[config.mk]
export PLATFORM = sky130hd
export DESIGN_NAME = sme_cell
export DESIGN_NICKNAME = d
export VERILOG_FILES = /design/src/rtl/sme_pkg.sv /design/src/rtl/sme_cell.sv
export SDC_FILE = /design/constraint.sdc
export NUM_CORES = 1
export LEC_CHECK = 0
export BUFFER_PORTS_ARGS = -buffer_cell sky130_fd_sc_hd__buf_2
export CORE_UTILIZATION = 45
export CTS_CLUSTER_SIZE = 24
export DETAILED_ROUTE_END_ITERATION = 7
export GPL_ROUTABILITY_DRIVEN = 0
export GPL_TIMING_DRIVEN = 0
export PLACE_DENSITY = 0.95
export SYNTH_ARGS = -nofsm -noshare
export SYNTH_HDL_FRONTEND = slang
export SYNTH_SLANG_ARGS = --single-unit
[constraint.sdc]
create_clock -name clock -period 4.7 [get_ports clock]
set_input_delay 0.94 -clock clock [delete_from_list [all_inputs] [get_ports clock]]
set_output_delay 0.94 -clock clock [all_outputs]
set_load 0.1 [all_outputs]
[src/rtl/sme_pkg.sv]
// ----------------------------------------------------------------------------
// Stack machine executor package
// Opcodes, status codes, stack cell moves and the result item layout.
// ----------------------------------------------------------------------------
package sme_pkg;

   localparam int unsigned DATA_W   = 32;
   localparam int unsigned OPCODE_W = 4;
   localparam int unsigned REGIDX_W = 3;
   localparam int unsigned STATUS_W = 3;

   typedef enum logic [OPCODE_W-1:0] {
      OP_NONE  = 4'd0,
      OP_PUSH  = 4'd1,
      OP_PUSHR = 4'd2,
      OP_POP   = 4'd3,
      OP_ADD   = 4'd4,
      OP_MUL   = 4'd5,
      OP_OUT   = 4'd6,
      OP_HALT  = 4'd7
   } opcode_type;

   localparam logic [STATUS_W-1:0] ST_OK      = 3'd0;
   localparam logic [STATUS_W-1:0] ST_UNDER   = 3'd1;
   localparam logic [STATUS_W-1:0] ST_OVER    = 3'd2;
   localparam logic [STATUS_W-1:0] ST_NONE    = 3'd3;
   localparam logic [STATUS_W-1:0] ST_UNKNOWN = 3'd4;
   localparam logic [STATUS_W-1:0] ST_HALTED  = 3'd5;

   // what a stack cell loads on the next edge
   typedef enum logic [1:0] {
      CELL_HOLD,
      CELL_ABOVE,
      CELL_BELOW
   } cell_op_type;

   typedef struct packed {
      logic               [DATA_W-1:0] out_value;
      logic                            out_valid;
      logic                            halted;
      logic             [STATUS_W-1:0] status;
   } rsp_type;

endpackage

[src/rtl/sme_cell.sv]
// ----------------------------------------------------------------------------
// Stack cell
// One entry of the operand stack; moves towards the top or the bottom, loads
// from its neighbour above or holds.
// ----------------------------------------------------------------------------
module sme_cell (
   input  logic                         clock,
   input  sme_pkg::cell_op_type         op,
   input  logic [sme_pkg::DATA_W-1:0]   above,
   input  logic [sme_pkg::DATA_W-1:0]   below,
   output logic [sme_pkg::DATA_W-1:0]   value
);
   import sme_pkg::*;

   logic [DATA_W-1:0] value_ff;
   logic [DATA_W-1:0] value_in;

   always_comb begin
      case (op)
         CELL_ABOVE: value_in = above;
         CELL_BELOW: value_in = below;
         default:    value_in = value_ff;
      endcase
   end

   always_ff @(posedge clock) begin
      value_ff <= value_in;
   end

   assign value = value_ff;

endmodule

==> flow_summary.yaml, run 1 <==
flow_run:
  drv_cap: 0
global_route:
  grt-ovfl-total: 0
  grt_usage_pct: 17.2
  grt_pass1_vias: 1022
  grt_max_degree: 33
  grt_pass1_wl_um: 4370
  antenna_found_initial: 0
cells_and_area:
  area_growth_pct: 40.8
  final_util_pct: 68.6
  drive_above_1_share_pct: 79.7
  num-fill-cells: 221
  insertedDiodeCount: 0
  largest_reg_flops: 32
  nNetsFinal: 244
  multiInputGateArea_sq_um: 485
  regArea_sq_um: 961
yosys:
  syn-cell-area_sq_mm: 0.00153
  ys_types: 7
  ys.flop_type: "edfxtp_1"
  ys_top_cells_by_count: "edfxtp_1 (32), mux2_4 (30), buf_12 (3)"
  yosys-top-cells-area: "edfxtp_1 (63%), mux2_4 (30%), buf_12 (3.9%), mux2_2 (1.5%), ha_1 (0.82%)"
  synth_edf_count: 32
  yosys.area.top_type: "edfxtp_1"
  synth_cells: 71
  synth_area_per_cell_sq_um: 21.5
  yosysTopAreaCellShare_pct: 63.0
  synth-seq-cells: 32
  synth.most_common_cell: "edfxtp_1"
  syn_nets: 139
  yosysSeqAreaShare_pct: 63.0
  yosysWarnings: 0
  async_flop_share_pct: 0
clock_tree:
  numCtsBuffers: 5
  cts.sinks: 32
  cts_resized: 0
  clk_pin_slew_ps: 100
  cts_root_buf: "clkbuf_4"
  post_cts_buffers: 0
  holdBufCountCts: 0
  cts_tree: "yes"
  clockBufferDepth: 2
  htree_levels: 2
sta:
  fmax_mhz: 448
  slew_violations: 0
  period_share_pct: 47.5
  tightest_slew_ps: 1170
  setup_viol_count_final: 0
  timing.setup.tns_ps: 0
  hold_viol_final: 0
  rsz0062_at_grt: "no"
  slew_headroom_pct: 22.1
  min_period_ps: 2230
  holdWs_ps: 910
worst_setup_path:
  worstPathRequired_ps: 4640
  path_class: "in2reg"
  path_max_fanout: 32
  crit_path_end_kind: "flip-flop"
  worstPathArrival_ps: 2170
  cp-start-kind: "input port"
hold_path:
  worstHoldPathType: "in2reg"
  holdPathEnd: "value[6]"
  hold-path-cell-count: 2
  min_from: "above[6]"
drt:
  wl_per_cell_um: 13.8
  drc: 0
  finalWirelength_um: 3060
  first_iter_violations: 17
  via_per_inst: 4.55
  final_antenna_net_count: 0
  drt-pass1-iter-count: 4
  vias: 1005
pwr:
  power_leakage_nw: 1.02
  peakVddDrop_mv: 0.210
  p_per_area_mw_per_mm2: 464
floorplanning:
  core_sq_mm: 0.00313
  die_height_um: 60.2
  num_rows: 20
  start_util_pct: 48.8
  dieArea_sq_mm: 0.00363
  io_pins: 99
  fp.dieW_um: 60.2
outcome:
  status: "finished clean"
placed_design:
  port_buffers: 98
-- how the worst max path moves through the flow --
stage | start | endpoint | slack (ps) | depth (start not counted)
global route | op[0] | value[10] | 2310 | 4
detailed placement | op[0] | value[22] | 2110 | 4
finish | op[0] | value[21] | 2470 | 4
global placement | op[0] | value[15] | 2150 | 4
CTS | op[0] | value[22] | 2450 | 4
floorplan | op[0] | value[0] | 2440 | 3
-- per-stage QoR --
step | setup WS, ps | total power, mW | cells | area [sq um]
after floorplan | 2440 | 0.732 | 71 | 1530
after global placement | 2150 | 0.797 | 213 | 2070
after detailed placement | 2110 | 0.805 | 213 | 2070
after CTS | 2450 | 1.00 | 221 | 2150
after global routing | 2310 | 1.03 | 221 | 2150
final | 2470 | 0.995 | 221 | 2150
-- placed cells by master, fill, tap and decap left out --
master	netlist	routed
inv_1	2	2
clkinv_2	0	1
buf_2	0	98
buf_12	3	3
ha_1	1	1
buf_6	1	1
clkbuf_1	0	1
edfxtp_1	32	32
mux2_2	2	2
clkbuf_4	0	5
mux2_4	30	30
bufinv_16	0	1
-- worst max-delay path, stage by stage --
cell and delay [ps]:
buf_2 70, inv_1 30, ha_1 270, inv_1 830
-- cell families after synthesis --
family                   Yosys count  synth area share, %
adder cells (fa/ha/maj)            1                0.820
multiplexers                      32                 31.0
buffers and inverters              6                 5.17
flip-flops                        32                 63.0
-- metal layers --
metal	up-vias	track usage, %	part of all wire (%)
li1	483	-	-
met1	456	16.6	33
met2	60	32.2	56
met3	6	5.84	9.4
met4	0	7.97	1.4
met5	-	0	0
-- power by group --
group          internal (mW)  total, mW  leakage (nW)  switching (mW)
Clock                  0.112      0.200        0.0422          0.0881
Sequential             0.363      0.373         0.313         0.00994
Combinational         0.0820      0.422         0.668           0.340
-- final cells by class --
type,count,share of cell area [%]
plain buffers,4,3.32
clock buffers,6,1.92
clock inverters,2,1.63
inverters,2,0.350
multi-input cells,33,22.6
flip-flops and latches,32,44.8
well taps,44,2.56
repair buffers,98,22.8
Note: power is estimated with default switching activity, not from simulation.
==> inputs of run 2 (changes only) <==
--- a/config.mk
+++ b/config.mk
@@ -6,12 +6,12 @@
 export NUM_CORES = 1
 export LEC_CHECK = 0
 export BUFFER_PORTS_ARGS = -buffer_cell sky130_fd_sc_hd__buf_2
-export CORE_UTILIZATION = 45
+export CORE_UTILIZATION = 38
 export CTS_CLUSTER_SIZE = 24
 export DETAILED_ROUTE_END_ITERATION = 7
 export GPL_ROUTABILITY_DRIVEN = 0
 export GPL_TIMING_DRIVEN = 0
-export PLACE_DENSITY = 0.95
+export PLACE_DENSITY = 0.86
 export SYNTH_ARGS = -nofsm -noshare
 export SYNTH_HDL_FRONTEND = slang
 export SYNTH_SLANG_ARGS = --single-unit
==> constraint.sdc (replaced) <==
create_clock -name clock -period 2 [get_ports clock]
set_input_delay 0.4 -clock clock [delete_from_list [all_inputs] [get_ports clock]]
set_output_delay 0.4 -clock clock [all_outputs]
set_load 0.1 [all_outputs]
==> run 2 against run 1 <==
Via count increased by 0.70%; total power increased by 150%; global-route usage fell by 2.8 points; non-clock buffer count stayed put; flip-flop and latch count did not move; die area increased by 18%; sequential power is 140% higher; utilization fell by 10 points.
==> flow_summary.yaml, run 2 (same netlist as run 1, synthesis figures left out) <==
cells_and_area:
  area_growth_pct: 43.1
  layout_common_cells: "buf_2 (98), edfxtp_1 (32), mux2_4 (30)"
  nNetsFinal: 244
  largest_reg_flops: 32
  layout_commonest_cell: "buf_2"
  drive_above_1_share_pct: 79.1
  stdcell_area_sq_mm: 0.00218
  fin_cells: 225
  insertedDiodeCount: 0
drt:
  wl_met3_um: 273
  vias: 1012
  via_per_inst: 4.50
  route.met2.wl_um: 1580
  finalWirelength_um: 2900
  final_antenna_net_count: 0
  first_iter_violations: 44
  highest_layer: "met4"
  drt-pass1-iter-count: 3
  drc: 0
  wl_per_cell_um: 12.9
  met1_length_um: 992
worst_setup_path:
  path_max_fanout: 32
  crit_chain: "buf_2 -> inv_1 -> ha_1 -> inv_1"
  worstPathArrival_ps: 1610
  cpPeakStageDelay_ps: 820
  cp_common_cell: "inv_1"
  path_delay_family: "buffers and inverters"
  cp-start-kind: "input port"
  path_buf_inv: 3
  critPathSlowestCell: "inv_1"
  worstPathRequired_ps: 1880
  crit_path_end_kind: "flip-flop"
  worstSetupStartpoint: "op[0]"
  path_class: "in2reg"
floorplanning:
  num_rows: 22
  die_height_um: 65.4
  start_util_pct: 40.7
  dieArea_sq_mm: 0.00427
  io_pins: 99
  core_sq_mm: 0.00374
  fp.dieW_um: 65.4
clock_tree:
  holdBufCountCts: 0
  clk_pin_slew_ps: 70
  cts.sinks: 32
  cts_tree: "yes"
  cts_root_buf: "clkbuf_8"
  cts_resized: 0
  htree_levels: 2
  post_cts_buffers: 0
  clockBufferDepth: 2
  numCtsBuffers: 5
sta:
  setup_slack_ps: 272
  fmax_mhz: 579
  slew_headroom_pct: 23.7
  rsz0062_at_grt: "no"
  setup_viol_count_final: 0
  holdWs_ps: 427
  period_share_pct: 86.4
  slew_violations: 0
  hold_viol_final: 0
  tightest_slew_ps: 1140
  min_period_ps: 1730
outcome:
  status: "finished clean"
global_route:
  antenna_found_initial: 0
  grt_max_degree: 33
  grt_pass1_vias: 1022
  grt_pass1_wl_um: 4360
  grt-ovfl-total: 0
  grt_usage_pct: 14.4
pwr:
  power_leakage_nw: 1.03
  peakVddDrop_mv: 0.634
  p_total_mw: 2.45
  p_per_area_mw_per_mm2: 1120
placed_design:
  port_buffers: 98
  dpl_cell_area_sq_mm: 0.00208
  dp_hpwl_um: 2320
  placed_cells_incl_taps: 217
  pre_cts_ws_ps: -66.4
flow_run:
  drv_cap: 0
hold_path:
  worstHoldPathType: "in2reg"
  min_from: "above[29]"
-- run 2: cell types whose count changed in the layout (fill, tap and decap cells not counted), sizes merged --
cell / delta
clkbuf: -1
clkinv: +1
-- run 2: cell type report --
class,count,area (sq um)
flip-flops and latches,32,961
plain buffers,4,71.3
well taps,48,60.1
inverters,2,7.51
multi-input cells,33,485
clock inverters,3,37.5
repair buffers,98,490
clock buffers,5,68.8
fillers,318,1560
-- run 2: final timing paths --
| kind | endpoint | depth (start not counted) |
|---|---|---|
| setup / recovery | value[2] | 4 |
| hold / removal | value[29] | 2 |
-- run 2: layer usage --
metal / vias to the layer above / track usage, %
met3: 6 / 6.77
met2: 59 / 25.3
met1: 464 / 13.5
li1: 483 / -
met5: - / 0
met4: 0 / 8.15
-- run 2: metrics by stage --
| stage | setup TNS (ps) | util, % |
|---|---|---|
| 2_1_floorplan | 0 | - |
| 3_3_place_gp | -1310 | 55.4 |
| 3_5_place_dp | -2080 | 55.4 |
| 4_1_cts | 0 | 58.3 |
| 5_1_grt | 0 | 58.3 |
| 6_report | 0 | 58.3 |
-- run 2: power by group --
part	internal, mW	switching [mW]	total [mW]	leakage (nW)
Clock	0.362	0.216	0.579	0.0532
Sequential	0.855	0.0219	0.877	0.313
Combinational	0.193	0.800	0.993	0.668
==> inputs of run 3 (changes only) <==
--- a/config.mk
+++ b/config.mk
@@ -6,12 +6,14 @@
 export NUM_CORES = 1
 export LEC_CHECK = 0
 export BUFFER_PORTS_ARGS = -buffer_cell sky130_fd_sc_hd__buf_2
-export CORE_UTILIZATION = 38
+export CELL_PAD_IN_SITES_DETAIL_PLACEMENT = 0
+export CELL_PAD_IN_SITES_GLOBAL_PLACEMENT = 1
+export CORE_UTILIZATION = 29
 export CTS_CLUSTER_SIZE = 24
 export DETAILED_ROUTE_END_ITERATION = 7
 export GPL_ROUTABILITY_DRIVEN = 0
 export GPL_TIMING_DRIVEN = 0
-export PLACE_DENSITY = 0.86
+export PLACE_DENSITY = 0.85
 export SYNTH_ARGS = -nofsm -noshare
 export SYNTH_HDL_FRONTEND = slang
 export SYNTH_SLANG_ARGS = --single-unit
==> run 3 against run 2 <==
Sequential share of layout area shrank 0.55 points; utilization shrank 15 points; total power grew 0.20%; sequential power is essentially flat; flip-flop and latch count is the same; critical path type unchanged; highest routed layer unchanged.
==> flow_summary.yaml, run 3 (same netlist as run 1, synthesis figures left out) <==
outcome:
  status: "finished clean"
pwr:
  peakVddDrop_mv: 0.480
  power_leakage_nw: 1.03
  p_per_area_mw_per_mm2: 1110
flow_run:
  drv_cap: 0
clock_tree:
  clockBufferDepth: 2
  holdBufCountCts: 0
  cts_root_buf: "clkbuf_8"
  numCtsBuffers: 5
  cts_resized: 0
  cts_tree: "yes"
  post_cts_buffers: 0
  clk_pin_slew_ps: 70
  htree_levels: 2
  cts.sinks: 32
hold_path:
  min_from: "below[20]"
  holdPathEnd: "value[20]"
  hold-path-cell-count: 2
  worstHoldPathType: "in2reg"
sta:
  hold_viol_final: 0
  fmax_mhz: 560
  tightest_slew_ps: 1220
  min_period_ps: 1790
  period_share_pct: 89.3
  timing.setup.tns_ps: 0
  setup_viol_count_final: 0
  slew_headroom_pct: 18.9
  rsz0062_at_grt: "no"
  slew_violations: 0
global_route:
  grt_max_degree: 33
  grt_pass1_vias: 901
  grt_pass1_wl_um: 3990
  antenna_found_initial: 0
  grt-ovfl-total: 0
  grt_usage_pct: 10.3
drt:
  final_antenna_net_count: 0
  route.met2.wl_um: 1390
  wl_met3_um: 336
  highest_layer: "met4"
  finalWirelength_um: 2820
  drt-pass1-iter-count: 4
  met1_length_um: 1030
  vias: 1003
  via_per_inst: 4.06
  wl_per_cell_um: 11.4
  first_iter_violations: 30
  drc: 0
cells_and_area:
  final_util_pct: 43.5
  multiInputGateArea_sq_um: 485
  regArea_sq_um: 961
  area_growth_pct: 44.9
  layout_common_cells: "buf_2 (98), edfxtp_1 (32), mux2_4 (30)"
  num-fill-cells: 486
  drive_above_1_share_pct: 79.1
  largest_reg_flops: 32
  layout_commonest_cell: "buf_2"
  insertedDiodeCount: 0
  nNetsFinal: 244
worst_setup_path:
  worstPathArrival_ps: 1670
  path_class: "in2reg"
  crit_path_end_kind: "flip-flop"
  path_max_fanout: 32
  worstPathRequired_ps: 1880
  cp-start-kind: "input port"
floorplanning:
  fp.dieW_um: 74.5
  num_rows: 26
  core_sq_mm: 0.00507
  die_height_um: 74.5
  dieArea_sq_mm: 0.00555
  io_pins: 99
  start_util_pct: 30.1
placed_design:
  port_buffers: 98
  dp_hpwl_um: 2240
## run 3: cell counts in the layout (fill, tap and decap cells not counted)
Identical to the previous run, type by type.
## run 3: worst max path at each step
stage / end / startpoint / slack [ps] / cells past startpoint
floorplan: value[0] / op[0] / 280 / 3
global placement: value[20] / op[0] / -70 / 4
detailed placement: value[20] / op[0] / -130 / 4
CTS: value[7] / op[0] / 170 / 4
global route: value[7] / op[0] / 60 / 4
finish: value[7] / op[0] / 210 / 4
## run 3: layer usage
| metal | vias up | track usage, % |
|---|---|---|
| met4 | 0 | 5.66 |
| met2 | 64 | 16.2 |
| met5 | - | 0 |
| met3 | 5 | 6.50 |
| met1 | 452 | 10.6 |
| li1 | 482 | - |
## run 3: cell type report
class,count,area share (%)
Timing Repair Buffer,98,22.2
Clock buffer,5,3.11
Inverter,2,0.340
Sequential cell,32,43.5
Tap cell,70,3.96
Multi-Input combinational cell,33,22.0
Buffer,4,3.23
Clock inverter,3,1.70
## run 3: through the flow
step | power, mW | area (sq um) | setup slack (ps) | hold WS, ps | instances
floorplan | 1.72 | 1530 | 275 | 617 | 71
global placement | 1.88 | 2100 | -70.3 | 700 | 239
detailed placement | 1.89 | 2100 | -127 | 704 | 239
CTS | 2.49 | 2210 | 168 | 407 | 247
global route | 2.54 | 2210 | 56.4 | 407 | 247
finish | 2.45 | 2210 | 214 | 420 | 247
## run 3: power breakdown
group | switching [mW] | total (mW) | leakage (nW) | internal [mW]
registers | 0.0209 | 0.876 | 0.313 | 0.855
clock network | 0.224 | 0.587 | 0.0532 | 0.362
logic | 0.798 | 0.991 | 0.668 | 0.193
total | 1.04 | 2.45 | 1.03 | 1.41
## run 3: critical path, cell delays in order
cell   delay, ps
buf_2         70
inv_1         30
ha_1         280
inv_1        880
