--- src/rtl/sme_pkg.sv ---
// ----------------------------------------------------------------------------
// Stack machine executor package
// Opcodes, status codes, stack cell moves and the result item layout.
// ----------------------------------------------------------------------------
package sme_pkg;

   localparam int unsigned DATA_W   = 32;
   localparam int unsigned OPCODE_W = 4;
   localparam int unsigned REGIDX_W = 3;
   localparam int unsigned STATUS_W = 3;

   typedef enum logic [OPCODE_W-1:0] {
      OP_NONE  = 4'd0,
      OP_PUSH  = 4'd1,
      OP_PUSHR = 4'd2,
      OP_POP   = 4'd3,
      OP_ADD   = 4'd4,
      OP_MUL   = 4'd5,
      OP_OUT   = 4'd6,
      OP_HALT  = 4'd7
   } opcode_type;

   localparam logic [STATUS_W-1:0] ST_OK      = 3'd0;
   localparam logic [STATUS_W-1:0] ST_UNDER   = 3'd1;
   localparam logic [STATUS_W-1:0] ST_OVER    = 3'd2;
   localparam logic [STATUS_W-1:0] ST_NONE    = 3'd3;
   localparam logic [STATUS_W-1:0] ST_UNKNOWN = 3'd4;
   localparam logic [STATUS_W-1:0] ST_HALTED  = 3'd5;

   // what a stack cell loads on the next edge
   typedef enum logic [1:0] {
      CELL_HOLD,
      CELL_ABOVE,
      CELL_BELOW
   } cell_op_type;

   typedef struct packed {
      logic               [DATA_W-1:0] out_value;
      logic                            out_valid;
      logic                            halted;
      logic             [STATUS_W-1:0] status;
   } rsp_type;

endpackage

--- src/rtl/sme_regfile.sv ---
// ----------------------------------------------------------------------------
// Register file
// One write and one registered read port; entries never written read as zero.
// ----------------------------------------------------------------------------
module sme_regfile #(
   parameter int NUM_REGS = 8,
   parameter int IDX_W    = 3
) (
   input  logic                        clock,
   input  logic                        reset,
   input  logic                        wr_en,
   input  logic [IDX_W-1:0]            wr_idx,
   input  logic [sme_pkg::DATA_W-1:0]  wr_data,
   input  logic                        rd_en,
   input  logic                        rd_in_range,
   input  logic [IDX_W-1:0]            rd_idx,
   output logic [sme_pkg::DATA_W-1:0]  rd_data
);
   import sme_pkg::*;

   logic [DATA_W-1:0]   mem [NUM_REGS];
   logic [NUM_REGS-1:0] valid_ff;
   logic [DATA_W-1:0]   rd_mem_ff;
   logic                rd_hit_ff;
   logic                rd_hit;

   assign rd_hit = rd_in_range && valid_ff[rd_idx];

   always_ff @(posedge clock) begin
      if (reset) begin
         valid_ff <= '0;
      end else if (wr_en) begin
         valid_ff[wr_idx] <= 1'b1;
      end
   end

   always_ff @(posedge clock) begin
      if (wr_en) begin
         mem[wr_idx] <= wr_data;
      end
   end

   always_ff @(posedge clock) begin
      if (rd_en) begin
         rd_mem_ff <= mem[rd_idx];
         rd_hit_ff <= rd_hit;
      end
   end

   assign rd_data = rd_hit_ff ? rd_mem_ff : '0;

endmodule

--- config.mk ---
export PLATFORM = sky130hd
export DESIGN_NAME = sme_regfile
export DESIGN_NICKNAME = d
export VERILOG_FILES = /design/src/rtl/sme_pkg.sv /design/src/rtl/sme_regfile.sv
export SDC_FILE = /design/constraint.sdc
export NUM_CORES = 1
export LEC_CHECK = 0
export ABC_AREA = 1
export ABC_CLOCK_PERIOD_IN_PS = 2300
export BUFFER_PORTS_ARGS = -buffer_cell sky130_fd_sc_hd__buf_2
export CAP_MARGIN = 20
export CELL_PAD_IN_SITES_DETAIL_PLACEMENT = 1
export CELL_PAD_IN_SITES_GLOBAL_PLACEMENT = 2
export CORE_AREA = 2 2 174 176
export DETAILED_ROUTE_END_ITERATION = 12
export DIE_AREA = 0 0 176 178
export PLACE_DENSITY = 0.9
export SLEW_MARGIN = 20
export SYNTH_ARGS = -nofsm -noshare
export SYNTH_HDL_FRONTEND = slang
export SYNTH_SLANG_ARGS = --single-unit
--- constraint.sdc ---
create_clock -name clock -period 2.3 [get_ports clock]
set_input_delay 0 -clock clock [delete_from_list [all_inputs] [get_ports clock]]
set_output_delay 0 -clock clock [all_outputs]
set_load 0.02 [all_outputs]
==> results of run 1 <==
==> cell usage after synthesis (all sizes together) <==
cell	instances	share of area, %
edfxtp	289	73
nor2	264	8.3
nand2	212	6.7
o21ai	128	5.4
inv	55	1.7
buf	37	2.3
clkbuf	17	0.56
dfxtp	8	1.3
a21oi	7	0.30
nand3	5	0.21
==> layout make-up <==
cell class                 instances  share of cell area [%]
clock inverter                    19                    1.06
timing repair buffer             138                    7.24
multi-input combinational        616                    17.9
inverter                          55                    1.49
clock buffer                      35                    5.51
sequential                       297                    63.3
tap                              390                    3.50
==> logic make-up (layout without fill, tap and decap cells) <==
kind of cell / after synthesis / in the layout
buffers and inverters: 109 / 247
AO/OA/AOI/OAI: 135 / 135
flip-flops: 297 / 297
AND/OR/NAND/NOR: 481 / 481
==> metrics by stage <==
stage	total power, mW	setup slack, ps
detailed placement	7.14	554
finish	11.6	234
global route	12.0	129
CTS	11.7	168
global placement	7.09	647
floorplan	6.80	421
==> metal layers <==
metal	up-vias	part of all wire [%]	GRT usage, %
met5	-	0	0
met2	161	51	34.6
li1	3661	-	-
met3	45	3.8	2.30
met4	0	1.9	5.92
met1	3907	43	23.3
==> worst min-delay path by stage <==
stage / slack [ps] / cells past startpoint / start / end
floorplan: 100 / 0 / wr_data[0] / mem[0][0]$_DFFE_PP_
global placement: 270 / 1 / wr_data[15] / mem[6][15]$_DFFE_PP_
detailed placement: 280 / 1 / wr_data[15] / mem[6][15]$_DFFE_PP_
CTS: 0.3 / 3 / rd_idx[2] / rd_mem_ff[4]$_DFFE_PP_
global route: 20 / 3 / rd_idx[2] / rd_mem_ff[4]$_DFFE_PP_
finish: 20 / 3 / rd_idx[2] / rd_mem_ff[4]$_DFFE_PP_
==> critical path: stages, from the launching register on <==
cell	delay, ps
edfxtp_1	890
buf_4	320
nand2_1	100
inv_1	60
buf_2	150
==> state kept, by name, summed over array words and instances (netlist names) <==
| register | cells |
|---|---|
| mem | 256 |
| valid_ff | 8 |
| rd_hit_ff | 1 |
| rd_mem_ff | 32 |
==> power by group through the flow <==
| stage | clock network (mW) | logic [mW] | registers, mW |
|---|---|---|---|
| 4_1_cts | 4.64 | 0.863 | 6.23 |
| 6_report | 4.56 | 0.851 | 6.22 |
| 3_3_place_gp | 0 | 0.766 | 6.33 |
| 5_1_grt | 4.84 | 0.955 | 6.24 |
| 2_1_floorplan | 0 | 0.490 | 6.31 |
| 3_5_place_dp | 0 | 0.802 | 6.34 |
==> reports/qor.txt, run 1 <==
run status = finished clean
Die Wd = 176 um
drt total wl = 29.2 mm
Longest Clk Path Bufs = 3
final hold slack = 19.4 ps
Reg-to-Reg End = rd_mem_ff[30]$_DFFE_PP_
main combinational cell family by area after synthesis = simple AND/OR/NAND/NOR gates
Slew HR = 31.1%
Hold/Removal Path Class = primary input to register
Post-CTS Resized = 0
Filler cells = 3128
Diodes inserted = 0
Post-Synth Adder-Cell Area = 0%
core area = 0.0294 mm^2
CTS Hold Bufs = 43
Tcrit/Tclk final = 89.8%
Critical Path Start = rd_hit_ff$_DFFE_PP_
Post-CTS Setup Inserts = 0
Crit Path Max Fanout = 15
DP Wirelength = 15.6 mm
Post-Layout Cell Count = 1550
Syn-to-layout area delta = 17.6%
final instance area = 0.0140 mm^2
share of layout cells above drive strength 1 = 11.7%
input/output buffers = 74
Num CTS Buffers = 30
Layout Skew = 34.8 ps
syn nets = 1065
net switching power = 2.60 mW
All-Layer GR Usage = 18.9%
r2r startpoint = mem[0][30]$_DFFE_PP_
Net Sw Frac = 22.4%
Final Critical Period = 2070 ps
Clk Latency, worst-skew pair = 570 ps
first-pass GRT wire length = 45.0 mm
Setup-failing EPs final = 0
Max Cap Viol = 0
Mapped Cells = 1022
H-tree depth = 1
CTS tree = built
Reg clk slew, reported paths = 60 ps
Yosys cell types = 16
CP startpoint kind = register
RSZ-0062 raised after global routing = false
placed cells = 1453
worst r2r path cells = 6
number of vias per cell = 5.02
routability cong. = 0.710
Die ar. = 0.0313 mm^2
cell leakage power = 5.46 nW
Slew @ Worst Pin = 1030 ps
Post-Synth Simple-Gate Area = 15.3%
combinational fraction of design power = 7.3%
initial antenna violation count = 0
Seq/Total Area, Yosys = 74.5%
post-layout util = 47.5%
Synth Area per Inst = 11.6 um^2
Post-Synth XOR/XNOR Area = 0%
internal power = 9.03 mW
GRT overflow = 0
Final ANT Viol Nets = 0
cell row count = 63
Via Count = 7774
clock network fraction of total power = 39.2%
residual DRC count = 0
post-synthesis compound-gate area fraction = 5.69%
placed instance area = 0.0126 mm^2
yosys warns = 0
commonest non-fill, non-tap cell in the layout = edfxtp_1
Synth Cell Area = 0.0119 mm^2
Fin. Hold Viols = 0
DR iter-0 viols = 500
Die H = 178 um
fin nets = 1181
Pwr Density = 834 mW/mm^2
WP data required = 2300 ps
mux contribution to synthesized area = 0%
CTS sink count = 297
WL/cell = 18.9 um
Max Fclk = 484 MHz
crit path to = rd_data[2]
sequential share of power = 53.5%
vias in the first global route = 8188
CTS root buf = clkbuf_16
CP endpoint kind = output port
largest net degree at the start of global routing = 133
Starting Density = 40.4%
r2r setup slk = 1110 ps
Peak supply drop = 532 uV
Multi-input gate area = 0.00249 mm^2
most frequent cells in the layout = edfxtp_1 (289), nor2_1 (263), nand2_1 (212)
CP Data Arrival Time = 2070 ps
setup_tns = 0 ps
FF+latch area = 0.00884 mm^2
IO Pins = 75
WS Path Type = register to output port
drt pass-1 iters = 5
max-slew violation count = 0
Synth Register Bits = 297
Note: power is estimated with default switching activity, not from simulation.
==> run 2: changes to the inputs <==
Settings changed: CELL_PAD_IN_SITES_DETAIL_PLACEMENT 1 to unset, CELL_PAD_IN_SITES_GLOBAL_PLACEMENT 2 to unset, CORE_AREA 2 2 174 176 to 2 2 144 146, DIE_AREA 0 0 176 178 to 0 0 146 148.
==> reports/qor.txt, run 2 (synthesized netlist as in run 1, its figures left out) <==
CTS root buf = clkbuf_16
number of vias per cell = 5.58
dpl ws = 771 ps
routability cong. = 0.776
CP bufs+invs = 6
IO Pins = 75
WS Path Type = primary input to register
run status = finished clean
Tcrit/Tclk final = 84.9%
Pwr Density = 872 mW/mm^2
Die H = 148 um
max-slew violation count = 0
drt total wl = 26.9 mm
placed cells = 1329
drt pass-1 iters = 6
H-tree depth = 1
RSZ-0062 raised after global routing = false
CP startpoint kind = primary input
GRT overflow = 0
Via Count = 7940
core area = 0.0200 mm^2
Die ar. = 0.0216 mm^2
Final ANT Viol Nets = 0
share of layout cells above drive strength 1 = 12.0%
CTS sink count = 297
hold depth = 4
Longest Clk Path Bufs = 3
Peak supply drop = 810 uV
critical-path cell list = dlygate4sd3_1 -> buf_2 -> inv_1 -> nor2_1 -> dlygate4sd3_1 -> nand2_1 -> inv_1 -> buf_4
slowest CP cell = dlygate4sd3_1
setup_tns = 0 ps
Syn-to-layout area delta = 16.8%
commonest non-fill, non-tap cell in the layout = edfxtp_1
Final Critical Period = 1950 ps
cell leakage power = 5.50 nW
Hold Path End = rd_mem_ff[17]$_DFFE_PP_
Max Cap Viol = 0
CP delay by family, top = buffers and inverters
post-layout util = 69.2%
WP data required = 2480 ps
Reg clk slew, reported paths = 60 ps
Slew HR = 35.2%
Die Wd = 146 um
Slew @ Worst Pin = 971 ps
input/output buffers = 74
Fin. Hold Viols = 0
CP endpoint kind = register
first-pass GRT wire length = 42.1 mm
total power = 12.1 mW
Starting Density = 59.2%
DR iter-0 viols = 1102
Max Fclk = 512 MHz
final instance area = 0.0139 mm^2
residual DRC count = 0
CP Data Arrival Time = 2130 ps
r2r setup slk = 1100 ps
cell row count = 52
Crit Path Max Fanout = 32
worst r2r path cells = 6
vias in the first global route = 8285
Num CTS Buffers = 28
Layout Skew = 8.44 ps
initial antenna violation count = 0
largest reg by FF count = mem
Largest regs = mem (256), rd_mem_ff (32), valid_ff (8)
Hold/Removal Path Class = primary input to register
crit-path max cell delay = 650 ps
r2r startpoint = mem[4][31]$_DFFE_PP_
most frequent cells in the layout = edfxtp_1 (289), nor2_1 (263), nand2_1 (212)
Post-Layout Cell Count = 1424
HP Start = rd_idx[2]
max reg flops = 256
placed instance area = 0.0124 mm^2
DP Wirelength = 13.8 mm
worst setup margin = 348 ps
largest net degree at the start of global routing = 133
Setup-failing EPs final = 0
CTS tree = built
WL/cell = 18.9 um
CTS Hold Bufs = 43
Post-CTS Resized = 0
Post-CTS Setup Inserts = 0
fin nets = 1175
Reg-to-Reg End = rd_mem_ff[31]$_DFFE_PP_
final hold slack = 177 ps
Diodes inserted = 0
All-Layer GR Usage = 25.1%
Clk Latency, worst-skew pair = 540 ps
run 2: changes by cell type in the layout (fill, tap and decap cells not counted), sizes merged:
cell,delta
clkbuf,-2
clkinvlp,-1
bufinv,+5
buf,-4
clkinv,-4
run 2: how the worst max path moves through the flow:
stage	start	endpoint	depth (start not counted)
6_report	wr_en	mem[4][25]$_DFFE_PP_	8
5_1_grt	wr_en	mem[2][19]$_DFFE_PP_	8
4_1_cts	rd_hit_ff$_DFFE_PP_	rd_data[15]	4
3_5_place_dp	rd_idx[1]	rd_mem_ff[8]$_DFFE_PP_	8
3_3_place_gp	rd_idx[1]	rd_mem_ff[23]$_DFFE_PP_	7
2_1_floorplan	wr_idx[1]	mem[7][0]$_DFFE_PP_	2
run 2: final cells by class:
class	count	area, um^2
Sequential cell	297	8840
Fill cell	1323	6170
Multi-Input combinational cell	616	2490
Timing Repair Buffer	134	981
Clock buffer	33	741
Tap cell	270	338
Clock inverter	19	268
Inverter	55	208
run 2: worst register-to-register path: cells and delay by family (launching register included):
family	cells	cell delay, ps
and+or+nand+nor	5	460
DFF	1	370
AOI/OAI and AO/OA	1	130
run 2: per-layer routing:
layer | wire length (um) | GRT usage, % | vias to the layer above
met2 | 13900 | 44.0 | 466
met3 | 2490 | 3.80 | 91
met5 | 0 | 0 | -
met4 | 913 | 12.1 | 0
li1 | - | - | 3640
met1 | 9560 | 30.8 | 3743
run 2: power by group:
group	internal (mW)	switching (mW)
combinational	0.268	0.570
clock	3.08	1.94
sequential	6.16	0.0688
total	9.51	2.58
==> run 3: changes to the inputs <==
Settings changed: ABC_CLOCK_PERIOD_IN_PS 2300 to 1700, CORE_AREA 2 2 144 146 to 2 2 152 154, DIE_AREA 0 0 146 148 to 0 0 154 156, PLACE_DENSITY 0.9 to 0.86.
Clock period 2.3 ns to 1.7 ns, I/O delays scaled along.
==> reports/qor.txt, run 3 (synthesized netlist as in run 1, its figures left out) <==
CP bufs+invs = 6
Hold/Removal Path Class = primary input to register
r2r startpoint = mem[0][11]$_DFFE_PP_
Final ANT Viol Nets = 0
core area = 0.0224 mm^2
Post-Layout Cell Count = 1450
WP data required = 1950 ps
Num CTS Buffers = 28
Via Count = 8022
max reg flops = 256
cell row count = 55
Die H = 156 um
HP Start = rd_idx[1]
final hold slack = 216 ps
met2 GRT Util = 37.6%
placed instance area = 0.0126 mm^2
Die Wd = 154 um
IO Pins = 75
placed cells = 1348
All-Layer GR Usage = 21.6%
total power = 15.9 mW
WL/cell = 19.0 um
RSZ-0062 raised after global routing = true
CTS tree = built
largest reg by FF count = mem
Final Critical Period = 1680 ps
Syn-to-layout area delta = 18.9%
Filler cells = 1515
Slew @ Worst Pin = 580 ps
CP Data Arrival Time = 1930 ps
Clk Latency, worst-skew pair = 550 ps
hold depth = 7
input/output buffers = 74
Layout Skew = 20.5 ps
initial antenna violation count = 0
max-slew violation count = 0
share of layout cells above drive strength 1 = 12.8%
busiest grt layer = met2
fin nets = 1187
Diodes inserted = 0
Pwr Density = 1130 mW/mm^2
Tcrit/Tclk final = 98.6%
CP endpoint kind = register
Critical Path Start = wr_idx[0]
Die ar. = 0.0240 mm^2
critical-path cell list = dlygate4sd3_1 -> buf_2 -> nand2_1 -> dlygate4sd3_1 -> inv_1 -> nand2_1 -> inv_4 -> clkbuf_16
CP startpoint kind = primary input
Setup-failing EPs final = 0
GRT overflow = 0
worst r2r path cells = 6
drt total wl = 27.5 mm
most frequent cells in the layout = edfxtp_1 (289), nor2_1 (263), nand2_1 (212)
DR iter-0 viols = 1043
Reg clk slew, reported paths = 70 ps
CP delay by family, top = buffers and inverters
Crit Path Max Fanout = 8
H-tree depth = 1
Fin. Hold Viols = 0
met3 Usage GRT = 3.64%
run status = finished clean
number of vias per cell = 5.53
dpl ws = 404 ps
Peak supply drop = 801 uV
commonest non-fill, non-tap cell in the layout = edfxtp_1
routability cong. = 0.791
Max Fclk = 596 MHz
CTS root buf = clkbuf_16
crit-path max cell delay = 580 ps
drt pass-1 iters = 5
worst setup margin = 23.1 ps
Slew HR = 61.3%
Largest regs = mem (256), rd_mem_ff (32), valid_ff (8)
cell leakage power = 5.58 nW
DP Wirelength = 13.1 mm
residual DRC count = 0
largest net degree at the start of global routing = 103
M1 GR Usage = 26.7%
Starting Density = 53.1%
first-pass GRT wire length = 40.2 mm
final instance area = 0.0141 mm^2
Max Cap Viol = 0
vias in the first global route = 7707
WS Path Type = primary input to register
CTS sink count = 297
Worst path depth = 8
slowest CP cell = dlygate4sd3_1
Longest Clk Path Bufs = 3
==> run 3: repair_timing <==
action	CTS	global route
endpoints found under the hold margin	284	0
cloned	0	6
buffers inserted	1	0
setup endpoints to repair	15	96
gates resized for setup	0	6
hold buffers	44	0
==> run 3: worst reg2reg max path, cell delays in order, from the launching register on <==
cell and delay [ps]:
edfxtp_1 410, nor2_1 230, nor2_1 100, o21ai_1 110
nand2_1 70, nand2_1 70, nand2_1 80
==> run 3: layer usage <==
| metal | wire length, um | share of wire [%] |
|---|---|---|
| met2 | 13900 | 50 |
| met1 | 10200 | 37 |
| met3 | 2520 | 9.2 |
| met5 | 0 | 0 |
| met4 | 917 | 3.3 |
==> run 3: final cells by class <==
| type | count | area (um^2) | share of cell area (%) |
|---|---|---|---|
| Sequential cell | 297 | 8840 | 62.6 |
| Multi-Input combinational cell | 616 | 2490 | 17.7 |
| Timing Repair Buffer | 146 | 1290 | 9.15 |
| Clock buffer | 36 | 752 | 5.33 |
| Tap cell | 285 | 357 | 2.53 |
| Inverter | 55 | 213 | 1.51 |
| Clock inverter | 15 | 171 | 1.21 |
==> run 3: power breakdown <==
group          leakage (nW)  internal (mW)  switching, mW
logic                  2.40          0.409          0.788
clock network         0.458           3.72           2.58
registers              2.72           8.33         0.0785
total                  5.58           12.5           3.45
==> run 3: worst paths after layout <==
path,endpoint,slack [ps]
max,mem[1][11]$_DFFE_PP_,20
min reg2reg,valid_ff[4]$_SDFFE_PP0P_,480
max reg2reg,rd_mem_ff[11]$_DFFE_PP_,380
min,rd_mem_ff[31]$_DFFE_PP_,220
==> run 3: stage by stage <==
stage	TNS, ps	utilization [%]
6_report	0	63.1
5_1_grt	-1720	63.1
4_1_cts	0	62.5
3_5_place_dp	0	56.4
3_3_place_gp	0	56.4
2_1_floorplan	0	-
